$ cat src/hdl/vrsu_pkg.sv
// ----------------------------------------------------------------------------
// vrsu_pkg
// Shared types and constants for the video register and scroll unit.
// ----------------------------------------------------------------------------
package vrsu_pkg;

  localparam int unsigned OamBytes       = 256;
  localparam int unsigned PaletteEntries = 32;

  typedef enum logic [3:0] {
    OP_REG_WR   = 4'd0,
    OP_REG_RD   = 4'd1,
    OP_DMA      = 4'd2,
    OP_TILE     = 4'd3,
    OP_LINE_END = 4'd4,
    OP_LINE_RLD = 4'd5,
    OP_FRAME    = 4'd6,
    OP_VBLANK   = 4'd7,
    OP_SPRITE0  = 4'd8
  } op_e;

  localparam logic [2:0] REG_CTRL   = 3'd0;
  localparam logic [2:0] REG_MASK   = 3'd1;
  localparam logic [2:0] REG_STATUS = 3'd2;
  localparam logic [2:0] REG_OAMADR = 3'd3;
  localparam logic [2:0] REG_OAMDAT = 3'd4;
  localparam logic [2:0] REG_SCROLL = 3'd5;
  localparam logic [2:0] REG_ADDR   = 3'd6;
  localparam logic [2:0] REG_DATA   = 3'd7;

  localparam logic [5:0]  PalettePage = 6'h3f;
  localparam logic [14:0] NtFlipH     = 15'h0400;
  localparam logic [14:0] NtFlipV     = 15'h0800;
  localparam logic [14:0] FineYStep   = 15'h1000;
  localparam logic [14:0] ReloadMask  = 15'h041f;
  localparam logic [4:0]  CoarseYLast = 5'd29;
  localparam logic [7:0]  Unreadable  = 8'hff;

  typedef struct packed {
    logic [3:0] opcode;
    logic [2:0] reg_sel;
    logic [7:0] data;
    logic [7:0] dma_index;
  } item_t;

  typedef struct packed {
    logic [7:0]  read_data;
    logic        read_from_vram;
    logic [13:0] vram_addr;
    logic        vram_write;
    logic [7:0]  vram_write_data;
    logic        nmi;
    logic [14:0] scroll_addr;
    logic [2:0]  fine_scroll_x;
  } res_t;

endpackage

$ cat src/hdl/vrsu_in_if.sv
// ----------------------------------------------------------------------------
// vrsu_in_if
// Input item channel: bus access, OAM DMA byte or render event.
// ----------------------------------------------------------------------------
interface vrsu_in_if;
  logic       valid;
  logic       ready;
  logic [3:0] opcode;
  logic [2:0] reg_sel;
  logic [7:0] data;
  logic [7:0] dma_index;

  modport source (output valid, opcode, reg_sel, data, dma_index, input ready);
  modport sink   (input valid, opcode, reg_sel, data, dma_index, output ready);
endinterface

$ cat src/hdl/vrsu_out_if.sv
// ----------------------------------------------------------------------------
// vrsu_out_if
// Result item channel.
// ----------------------------------------------------------------------------
interface vrsu_out_if;
  logic        valid;
  logic        ready;
  logic [7:0]  read_data;
  logic        read_from_vram;
  logic [13:0] vram_addr;
  logic        vram_write;
  logic [7:0]  vram_write_data;
  logic        nmi;
  logic [14:0] scroll_addr;
  logic [2:0]  fine_scroll_x;

  modport source (output valid, read_data, read_from_vram, vram_addr, vram_write,
                  vram_write_data, nmi, scroll_addr, fine_scroll_x, input ready);
  modport sink   (input valid, read_data, read_from_vram, vram_addr, vram_write,
                  vram_write_data, nmi, scroll_addr, fine_scroll_x, output ready);
endinterface

$ cat src/hdl/video_register_scroll_unit.sv
// ----------------------------------------------------------------------------
// video_register_scroll_unit
// Picture-unit register file and scroll-address unit.
//
// item_i carries one bus register access, one OAM DMA byte or one render
// event; result_o returns exactly one result item for each, in order.
// Data-port accesses below the palette page come out as external requests
// (read_from_vram / vram_write at vram_addr); palette and OAM are internal.
// An accepted item is held in the input register, is processed there,
// and lands in the result register; one item per cycle is sustained while
// result_o does not stall. The OAM read is issued from the sprite
// RAM port as the item is accepted, with bypass from the write in flight.
// When result_o stalls, the result register holds and the input register
// keeps one more item; item_i.ready drops only while both are full.
// Reset clears the palette, the OAM valid bits and all control state, not
// the item or result data; OAM reads zero until written; ready after reset.
// ----------------------------------------------------------------------------
module video_register_scroll_unit
  import vrsu_pkg::*;
#(
  parameter int unsigned OAM_BYTES       = OamBytes,
  parameter int unsigned PALETTE_ENTRIES = PaletteEntries
) (
  input  logic       clk_i,
  input  logic       rst_ni,
  vrsu_in_if.sink    item_i,
  vrsu_out_if.source result_o
);

  localparam int unsigned OamAw = $clog2(OAM_BYTES);
  localparam int unsigned PalAw = $clog2(PALETTE_ENTRIES);

  // handshake
  logic  in_valid, in_ready, in_acc, out_ready, out_free, adv;
  logic  s1_valid_q, out_valid_q;
  item_t s1_q, item_in;
  res_t  res_q, res_d;

  // architectural state
  logic [7:0]       ctrl_q, ctrl_d, mask_q, mask_d, status_q, status_d;
  logic [OamAw-1:0] oam_ptr_q, oam_ptr_d;
  logic [14:0]      t_q, t_d, v_q, v_d;
  logic [2:0]       fx_q, fx_d;
  logic             w_q, w_d;
  logic [7:0]       pal_q [PALETTE_ENTRIES];
  logic [OAM_BYTES-1:0] spr_vld_q;

  // sprite RAM side
  logic             spr_we, ram_we;
  logic [OamAw-1:0] spr_waddr, spr_raddr;
  logic [7:0]       ram_rdata, spr_rd;
  logic             sp_fwd_q, sp_vld_q;
  logic [7:0]       sp_fwd_data_q;

  // palette write
  logic             pal_we;
  logic [PalAw-1:0] pal_idx;
  logic             pal_twin;

  // datapath helpers
  logic [13:0] a14;
  logic        ext_port;
  logic [14:0] v_inc, v_cx, v_y, t_wr;
  logic [4:0]  cy;

  assign in_valid            = item_i.valid;
  assign item_in.opcode      = item_i.opcode;
  assign item_in.reg_sel     = item_i.reg_sel;
  assign item_in.data        = item_i.data;
  assign item_in.dma_index   = item_i.dma_index;
  assign out_ready           = result_o.ready;

  assign out_free = !out_valid_q || out_ready;
  assign adv      = s1_valid_q && out_free;
  assign in_ready = !s1_valid_q || adv;
  assign in_acc   = in_valid && in_ready;
  assign item_i.ready = in_ready;

  assign a14      = v_q[13:0];
  assign ext_port = a14[13:8] != PalettePage;
  assign v_inc    = v_q + (ctrl_q[2] ? 15'd32 : 15'd1);
  assign v_cx     = (v_q[4:0] == 5'd31) ? ({v_q[14:5], 5'd0} ^ NtFlipH) : v_q + 15'd1;
  assign spr_rd   = sp_fwd_q ? sp_fwd_data_q : (sp_vld_q ? ram_rdata : 8'd0);

  always_comb begin
    cy = v_q[9:5];
    if (v_q[14:12] != 3'd7) begin
      v_y = v_q + FineYStep;
    end else begin
      v_y = {3'd0, v_q[11:0]};
      if (cy == CoarseYLast) begin
        cy  = 5'd0;
        v_y = v_y ^ NtFlipV;
      end else if (cy == 5'd31) begin
        cy = 5'd0;
      end else begin
        cy = cy + 5'd1;
      end
      v_y[9:5] = cy;
    end
  end

  always_comb begin
    ctrl_d    = ctrl_q;
    mask_d    = mask_q;
    status_d  = status_q;
    oam_ptr_d = oam_ptr_q;
    t_d       = t_q;
    v_d       = v_q;
    fx_d      = fx_q;
    w_d       = w_q;
    t_wr      = {t_q[14:8], s1_q.data};
    spr_we    = 1'b0;
    spr_waddr = oam_ptr_q;
    pal_we    = 1'b0;
    pal_idx   = a14[PalAw-1:0];
    pal_twin  = a14[1:0] == 2'd0;
    res_d     = '0;
    case (s1_q.opcode)
      OP_REG_WR: begin
        case (s1_q.reg_sel)
          REG_CTRL: begin
            ctrl_d       = s1_q.data;
            t_d[11:10]   = s1_q.data[1:0];
          end
          REG_MASK:   mask_d    = s1_q.data;
          REG_STATUS: status_d  = s1_q.data;
          REG_OAMADR: oam_ptr_d = s1_q.data[OamAw-1:0];
          REG_OAMDAT: begin
            spr_we    = 1'b1;
            oam_ptr_d = oam_ptr_q + 1'b1;
          end
          REG_SCROLL: begin
            if (!w_q) begin
              t_d[4:0] = s1_q.data[7:3];
              fx_d     = s1_q.data[2:0];
            end else begin
              t_d[14:12] = s1_q.data[2:0];
              t_d[9:5]   = s1_q.data[7:3];
            end
            w_d = !w_q;
          end
          REG_ADDR: begin
            if (!w_q) begin
              t_d = {1'b0, s1_q.data[5:0], t_q[7:0]};
            end else begin
              t_d = t_wr;
              v_d = t_wr;
            end
            w_d = !w_q;
          end
          default: begin
            if (ext_port) begin
              res_d.vram_write      = 1'b1;
              res_d.vram_addr       = a14;
              res_d.vram_write_data = s1_q.data;
            end else begin
              pal_we = 1'b1;
            end
            v_d = v_inc;
          end
        endcase
      end
      OP_REG_RD: begin
        res_d.read_data = Unreadable;
        case (s1_q.reg_sel)
          REG_STATUS: begin
            res_d.read_data = status_q;
            status_d        = {2'b00, status_q[5:0]};
            w_d             = 1'b0;
          end
          REG_OAMDAT: res_d.read_data = spr_rd;
          REG_DATA: begin
            if (ext_port) begin
              res_d.read_from_vram = 1'b1;
              res_d.vram_addr      = a14;
              res_d.read_data      = 8'd0;
            end else begin
              res_d.read_data = pal_q[a14[PalAw-1:0]];
            end
            if (!w_q) begin
              w_d = 1'b1;
            end else begin
              v_d = v_inc;
            end
          end
          default: ;
        endcase
      end
      OP_DMA: begin
        spr_we    = 1'b1;
        spr_waddr = s1_q.dma_index[OamAw-1:0];
      end
      OP_TILE: begin
        if (mask_q[3]) v_d = v_cx;
      end
      OP_LINE_END: begin
        if (mask_q[3]) v_d = v_y;
      end
      OP_LINE_RLD: begin
        if (mask_q[3]) v_d = (v_q & ~ReloadMask) | (t_q & ReloadMask);
      end
      OP_FRAME: begin
        status_d = {3'b000, status_q[4:0]};
        if (mask_q[3]) v_d = t_q;
      end
      OP_VBLANK: begin
        status_d[7] = 1'b1;
        res_d.nmi   = ctrl_q[7];
      end
      OP_SPRITE0: status_d[6] = 1'b1;
      default: ;
    endcase
    res_d.scroll_addr   = v_d;
    res_d.fine_scroll_x = fx_d;
  end

  assign ram_we    = adv && spr_we;
  assign spr_raddr = adv ? oam_ptr_d : oam_ptr_q;

  vrsu_ram #(
    .Width(8),
    .Depth(OAM_BYTES)
  ) u_vrsu_oam (
    .clk_i  (clk_i),
    .we_i   (ram_we),
    .waddr_i(spr_waddr),
    .wdata_i(s1_q.data),
    .re_i   (in_acc),
    .raddr_i(spr_raddr),
    .rdata_o(ram_rdata)
  );

  always_ff @(posedge clk_i or negedge rst_ni) begin
    if (!rst_ni) begin
      s1_valid_q  <= 1'b0;
      out_valid_q <= 1'b0;
      ctrl_q      <= '0;
      mask_q      <= '0;
      status_q    <= '0;
      oam_ptr_q   <= '0;
      t_q         <= '0;
      v_q         <= '0;
      fx_q        <= '0;
      w_q         <= 1'b0;
      spr_vld_q   <= '0;
      sp_fwd_q    <= 1'b0;
      sp_vld_q    <= 1'b0;
      for (int i = 0; i < PALETTE_ENTRIES; i++) begin
        pal_q[i] <= '0;
      end
    end else begin
      if (in_ready) s1_valid_q <= in_valid;
      if (out_free) out_valid_q <= s1_valid_q;
      if (in_acc) begin
        sp_fwd_q <= ram_we && (spr_waddr == spr_raddr);
        sp_vld_q <= spr_vld_q[spr_raddr];
      end
      if (adv) begin
        ctrl_q    <= ctrl_d;
        mask_q    <= mask_d;
        status_q  <= status_d;
        oam_ptr_q <= oam_ptr_d;
        t_q       <= t_d;
        v_q       <= v_d;
        fx_q      <= fx_d;
        w_q       <= w_d;
        if (spr_we) spr_vld_q[spr_waddr] <= 1'b1;
        for (int i = 0; i < PALETTE_ENTRIES; i++) begin
          if (pal_we && (PalAw'(i) == pal_idx ||
              (pal_twin && PalAw'(i) % (PALETTE_ENTRIES / 2) ==
               pal_idx % (PALETTE_ENTRIES / 2)))) begin
            pal_q[i] <= s1_q.data;
          end
        end
      end
    end
  end

  always_ff @(posedge clk_i) begin
    if (in_acc) begin
      s1_q          <= item_in;
      sp_fwd_data_q <= s1_q.data;
    end
    if (adv) res_q <= res_d;
  end

  assign result_o.valid           = out_valid_q;
  assign result_o.read_data       = res_q.read_data;
  assign result_o.read_from_vram  = res_q.read_from_vram;
  assign result_o.vram_addr       = res_q.vram_addr;
  assign result_o.vram_write      = res_q.vram_write;
  assign result_o.vram_write_data = res_q.vram_write_data;
  assign result_o.nmi             = res_q.nmi;
  assign result_o.scroll_addr     = res_q.scroll_addr;
  assign result_o.fine_scroll_x   = res_q.fine_scroll_x;

endmodule

$ cat src/hdl/vrsu_ram.sv
// ----------------------------------------------------------------------------
// vrsu_ram
// Generic single-write, single-read RAM with registered read data.
// ----------------------------------------------------------------------------
module vrsu_ram #(
  parameter int unsigned Width = 8,
  parameter int unsigned Depth = 256
) (
  input  logic                     clk_i,
  input  logic                     we_i,
  input  logic [$clog2(Depth)-1:0] waddr_i,
  input  logic [Width-1:0]         wdata_i,
  input  logic                     re_i,
  input  logic [$clog2(Depth)-1:0] raddr_i,
  output logic [Width-1:0]         rdata_o
);

  logic [Width-1:0] mem_q [Depth];
  logic [Width-1:0] rdata_q;

  always_ff @(posedge clk_i) begin
    if (we_i) begin
      mem_q[waddr_i] <= wdata_i;
    end
    if (re_i) begin
      rdata_q <= mem_q[raddr_i];
    end
  end

  assign rdata_o = rdata_q;

endmodule

$ cat src/flat_wrapper.sv
// flat-port wrapper written by rule: the top's interface ports become plain ports
module video_register_scroll_unit_flat import vrsu_pkg::*;
#(
  parameter int unsigned OAM_BYTES       = OamBytes,
  parameter int unsigned PALETTE_ENTRIES = PaletteEntries
)
  (clk_i, rst_ni, item_i_valid, item_i_opcode, item_i_reg_sel, item_i_data, item_i_dma_index, item_i_ready, result_o_valid, result_o_read_data, result_o_read_from_vram, result_o_vram_addr, result_o_vram_write, result_o_vram_write_data, result_o_nmi, result_o_scroll_addr, result_o_fine_scroll_x, result_o_ready);
  vrsu_in_if item_i_i ();
  vrsu_out_if result_o_i ();
  input  logic clk_i;
  input  logic rst_ni;
  input wire logic [$bits(item_i_i.valid)-1:0] item_i_valid;
  input wire logic [$bits(item_i_i.opcode)-1:0] item_i_opcode;
  input wire logic [$bits(item_i_i.reg_sel)-1:0] item_i_reg_sel;
  input wire logic [$bits(item_i_i.data)-1:0] item_i_data;
  input wire logic [$bits(item_i_i.dma_index)-1:0] item_i_dma_index;
  output wire logic [$bits(item_i_i.ready)-1:0] item_i_ready;
  output wire logic [$bits(result_o_i.valid)-1:0] result_o_valid;
  output wire logic [$bits(result_o_i.read_data)-1:0] result_o_read_data;
  output wire logic [$bits(result_o_i.read_from_vram)-1:0] result_o_read_from_vram;
  output wire logic [$bits(result_o_i.vram_addr)-1:0] result_o_vram_addr;
  output wire logic [$bits(result_o_i.vram_write)-1:0] result_o_vram_write;
  output wire logic [$bits(result_o_i.vram_write_data)-1:0] result_o_vram_write_data;
  output wire logic [$bits(result_o_i.nmi)-1:0] result_o_nmi;
  output wire logic [$bits(result_o_i.scroll_addr)-1:0] result_o_scroll_addr;
  output wire logic [$bits(result_o_i.fine_scroll_x)-1:0] result_o_fine_scroll_x;
  input wire logic [$bits(result_o_i.ready)-1:0] result_o_ready;
  assign item_i_i.valid = item_i_valid;
  assign item_i_i.opcode = item_i_opcode;
  assign item_i_i.reg_sel = item_i_reg_sel;
  assign item_i_i.data = item_i_data;
  assign item_i_i.dma_index = item_i_dma_index;
  assign item_i_ready = item_i_i.ready;
  assign result_o_valid = result_o_i.valid;
  assign result_o_read_data = result_o_i.read_data;
  assign result_o_read_from_vram = result_o_i.read_from_vram;
  assign result_o_vram_addr = result_o_i.vram_addr;
  assign result_o_vram_write = result_o_i.vram_write;
  assign result_o_vram_write_data = result_o_i.vram_write_data;
  assign result_o_nmi = result_o_i.nmi;
  assign result_o_scroll_addr = result_o_i.scroll_addr;
  assign result_o_fine_scroll_x = result_o_i.fine_scroll_x;
  assign result_o_i.ready = result_o_ready;
  video_register_scroll_unit #(.OAM_BYTES(OAM_BYTES), .PALETTE_ENTRIES(PALETTE_ENTRIES)) u_core (.clk_i(clk_i), .rst_ni(rst_ni), .item_i(item_i_i), .result_o(result_o_i));
endmodule
$ cat config.mk
export PLATFORM = sky130hd
export DESIGN_NAME = video_register_scroll_unit_flat
export DESIGN_NICKNAME = d
export VERILOG_FILES = /design/src/hdl/vrsu_pkg.sv /design/src/hdl/vrsu_in_if.sv /design/src/hdl/vrsu_out_if.sv /design/src/hdl/video_register_scroll_unit.sv /design/src/hdl/vrsu_ram.sv /design/src/flat_wrapper.sv
export SDC_FILE = /design/constraint.sdc
export NUM_CORES = 2
export LEC_CHECK = 0
export BUFFER_PORTS_ARGS = -buffer_cell sky130_fd_sc_hd__buf_2
export CELL_PAD_IN_SITES_DETAIL_PLACEMENT = 0
export CELL_PAD_IN_SITES_GLOBAL_PLACEMENT = 1
export CORE_ASPECT_RATIO = 0.9
export CORE_MARGIN = 2
export CORE_UTILIZATION = 53
export CTS_CLUSTER_DIAMETER = 40
export DETAILED_ROUTE_END_ITERATION = 7
export PLACE_DENSITY_LB_ADDON = 0.1
export SLEW_MARGIN = 40
export SYNTH_ARGS = -nofsm -noshare
export SYNTH_HDL_FRONTEND = slang
export SYNTH_SLANG_ARGS = --single-unit
$ cat constraint.sdc
create_clock -name clk_i -period 6.97 [get_ports clk_i]
set_clock_uncertainty 0.05 [all_clocks]
set_input_delay 1.7425 -clock clk_i [delete_from_list [all_inputs] [get_ports clk_i]]
set_output_delay 1.7425 -clock clk_i [all_outputs]
set_load 0.02 [all_outputs]
==> flow_summary_export.csv <==
group,metric,value,unit
finish,fin_cells,11200,
timing,finalSetupViolCount,0,
synthesis,synthSimpleGateAreaFrac,11.3,%
synthesis,syn_nets,7968,
timing,timing.fmax,175,MHz
synthesis,netlist.area_leader.share,58.0,%
critical_path,crit_buf_inv,6,
route,ant_nets,0,
power,leakage,47.6,nW
clock_network,cts.htree.levels,5,
critical_path,cp_top_family,"compound AO/OA/AOI/OAI gates",
clock_network,clkLatencyLatePin,980,ps
synthesis,synthCells,7926,
place,hpwl,213000,um
timing,report.final.slew_viol_count,0,
critical_path,crit_chain,"buf_4 > nor4_4 > o2111ai_2 > a22oi_1 > buf_4 > and2_2 > clkinv_1 > buf_4 > nand2_1 > buf_4 > a31oi_1 > nor3_1 > a21boi_0 > nor3_2 > buf_4 > a221oi_1",
route,wirelength,342000,um
synthesis,synth_compound_area_share,7.30,%
timing,hold_ws,412,ps
route,dr.pass1.iters,6,
critical_path,path_class,"register to register",
critical_path,worstPathRequired,7660,ps
min_path,min_from,"u_core.spr_vld_q[10]",
clock_network,clkSlewWorstSetupHoldPaths,60,ps
critical_path,path_common_cell,"buf_4",
finish,final_cell_area,128000,um2
global_routing,grt_remaining_overflow,0,
route,dr.first_iter.drc_count,8988,
finish,areaGrowthSynthToFinish,15.8,%
synthesis,synthMuxAreaShare,7.92,%
die,row_count,159,
synthesis,synth_top_family_by_area,"simple AND/OR/NAND/NOR gates",
critical_path,regToRegStartpoint,"u_core.s1_q[19]",
clock_network,hold_buffers,0,
global_routing,antenna_found_initial,20,
clock_network,cts_tree,"done",
place,dp.cells,10500,
route,vias_per_cell,6.37,
die,initial_core_util,53.2,%
min_path,min_path_type,"register to register",
synthesis,mappedNetlistArea,111000,um2
synthesis,yosysSeqAreaShare,70.9,%
global_routing,grt_max_degree,192,
synthesis,ys_seq_elements,2707,
timing,fin_crit,5710,ps
route,wl_per_cell,30.6,um
global_routing,grt_pass1_vias,68100,
die,core,208000,um2
power,power,42.0,mW
synthesis,async_reset_ff_share,21.0,%
clock_network,clockRootBuffer,"clkbuf_16",
power,ir_drop,0.000312,V
synthesis,ys.flop_type,"edfxtp_1",
place,place_area,115000,um2
synthesis,synth.top_cells.by_area,"edfxtp_1 58%, dfrtp_1 13%, nand2_1 5.2%",
die,die-area,212000,um2
critical_path,worstRegToRegCells,16,
timing,finalSetupTns,0,ps
critical_path,critPathMaxFanout,26,
timing,rsz0062_at_grt,"no",
synthesis,synth-adder-area-share,0.170,%
clock_network,numCtsBuffers,367,
place,routabilityCongestion,0.920,
die,die_w,486,um
place,numPortBuffers,79,
finish,drive_above_1_share,23.5,%
clock_network,post_cts_buffers,0,
die,fp.dieH,437,um
synthesis,synthXorXnorAreaFrac,0.127,%
outcome,status,"finished clean",
synthesis,ys_warn_count,0,
route,vias,71200,
synthesis,netlist.top_cell.by_area,"edfxtp_1",
timing,relSlewSlack,35.3,%
critical_path,crit_arrival,6400,ps
timing,period_share,82.0,%
timing,hold_viol,0,
min_path,whs_path_depth,1,
synthesis,syn_avg_cell_area,14.0,um2
die,io_pins,80,
critical_path,crit_slowest_cell,"nor3_1",
power,powerDensity,328,nW/um2
finish,finalNetCount,8173,
global_routing,grt.total_usage,32.0,%
timing,worst_pin_slew,968,ps
clock_network,clock-sinks,2707,
critical_path,cp.depth,16,
critical_path,end_kind,"register",
clock_network,clockBufferDepth,4,
synthesis,synth_edf_count,2138,
global_routing,grt_pass1_wl,494000,um
critical_path,critPathLaunchType,"register",
clock_network,cts-resized-gates,0,
critical_path,cp-startpoint,"u_core.s1_q[19]",
critical_path,crit_path_max_incr_delay,560,ps
route,drc,0,
run,maxCapViolCount,0,
synthesis,ys_types,86,
path summary, 6_finish.rpt:
kind,end,slack [ps]
worst max-delay path,u_core.u_vrsu_oam.rdata_o[1],1260
worst min register to register,u_core.spr_vld_q[10],410
min in group asynchronous,u_core.spr_vld_q[167],680
max in group asynchronous,u_core.spr_vld_q[32],4730
worst min-delay path,u_core.spr_vld_q[10],410
worst max register to register,u_core.u_vrsu_oam.rdata_o[1],1260
sequential cells by signal, summed over array words and instances, names as in the netlist, 2 cells and up:
name                             cells
u_core.sp_fwd_data_q                 8
u_core.result_o.read_data            8
u_core.oam_ptr_q                     8
u_core.result_o.scroll_addr         15
u_core.pal_q                       256
u_core.result_o.fine_scroll_x        3
u_core.ctrl_q                        2
u_core.s1_q                         23
u_core.result_o.vram_addr           14
u_core.u_vrsu_oam.mem_q           2048
u_core.fx_q                          3
u_core.result_o.vram_write_data      8
u_core.t_q                          15
u_core.v_q                          15
u_core.spr_vld_q                   256
u_core.status_q                      8
u_core.u_vrsu_oam.rdata_o            8
cell usage after synthesis, types with 12 or more instances:
library cell and number:
o22ai_1 94, mux4_2 247, nor2_1 385, nand3_1 364, a32o_1 17, dfrtp_1 569, buf_1 62, edfxtp_1 2138
ha_1 15, a21oi_1 473, nand2b_1 20, o32ai_1 18, buf_2 158, nand4_1 22, a2111oi_0 12, a221oi_1 48
or4_1 16, a32oi_1 21, inv_1 20, mux2_2 208, mux2i_1 86, xnor2_1 13, a31oi_1 57, buf_4 44
nor3_1 43, o21ai_0 121, clkbuf_1 255, nor4_1 19, a22oi_1 213, nand2_1 1533, a211oi_1 90, and2_1 35
and3_1 72, or2_2 263
report_power, final:
group	total, mW	internal, mW	switching (mW)
clock network	18.6	11.2	7.40
registers	17.9	17.6	0.259
logic	5.47	1.65	3.82
total	42.0	30.5	11.5
per-layer routing:
layer	global-route usage, %	vias up	part of all wire, %
li1	-	30200	-
met1	46.1	36500	41
met2	48.6	3752	46
met3	5.90	697	9.1
met4	13.3	10	4.3
met5	0	-	0.019
cell usage in the layout (no fill, tap or decap), types with 85 or more instances in the layout:
master	netlist	routed
a22oi_1	213	213
mux2i_1	86	85
nor2_1	385	167
clkbuf_16	0	377
a21oi_1	473	471
nand3_1	364	363
or2_2	263	263
mux2_2	208	208
mux4_2	247	247
buf_4	44	215
edfxtp_1	2138	2138
a211oi_1	90	89
nor2_2	1	216
dfrtp_1	569	567
nand2_1	1533	1509
o21ai_0	121	116
o22ai_1	94	94
metrics by stage:
step	setup WS, ps	util [%]
floorplan	709	-
global placement	-126	55.2
detailed placement	388	55.5
CTS	1330	61.4
global route	1080	61.5
finish	1260	61.6
kinds of logic (layout without fill, tap and decap cells):
family,Yosys count,count (layout)
AOI/OAI and AO/OA,1262,1262
xor gates and xnor gates,16,16
adders and majority gates,15,15
buffers and inverters,553,1052
DFF,2707,2707
muxes,541,541
other,0,6
and+or+nand+nor,2832,2832
final cells by class:
cell class,instances,area [um2]
Sequential cell,2707,78400
Tap cell,2737,3420
Clock buffer,420,9750
Antenna cell,6,15.0
Inverter,29,146
Timing Repair Buffer,360,3330
Fill cell,15600,80000
Clock inverter,243,2490
Multi-Input combinational cell,4666,30500
Power figures use the tool's default switching activity.
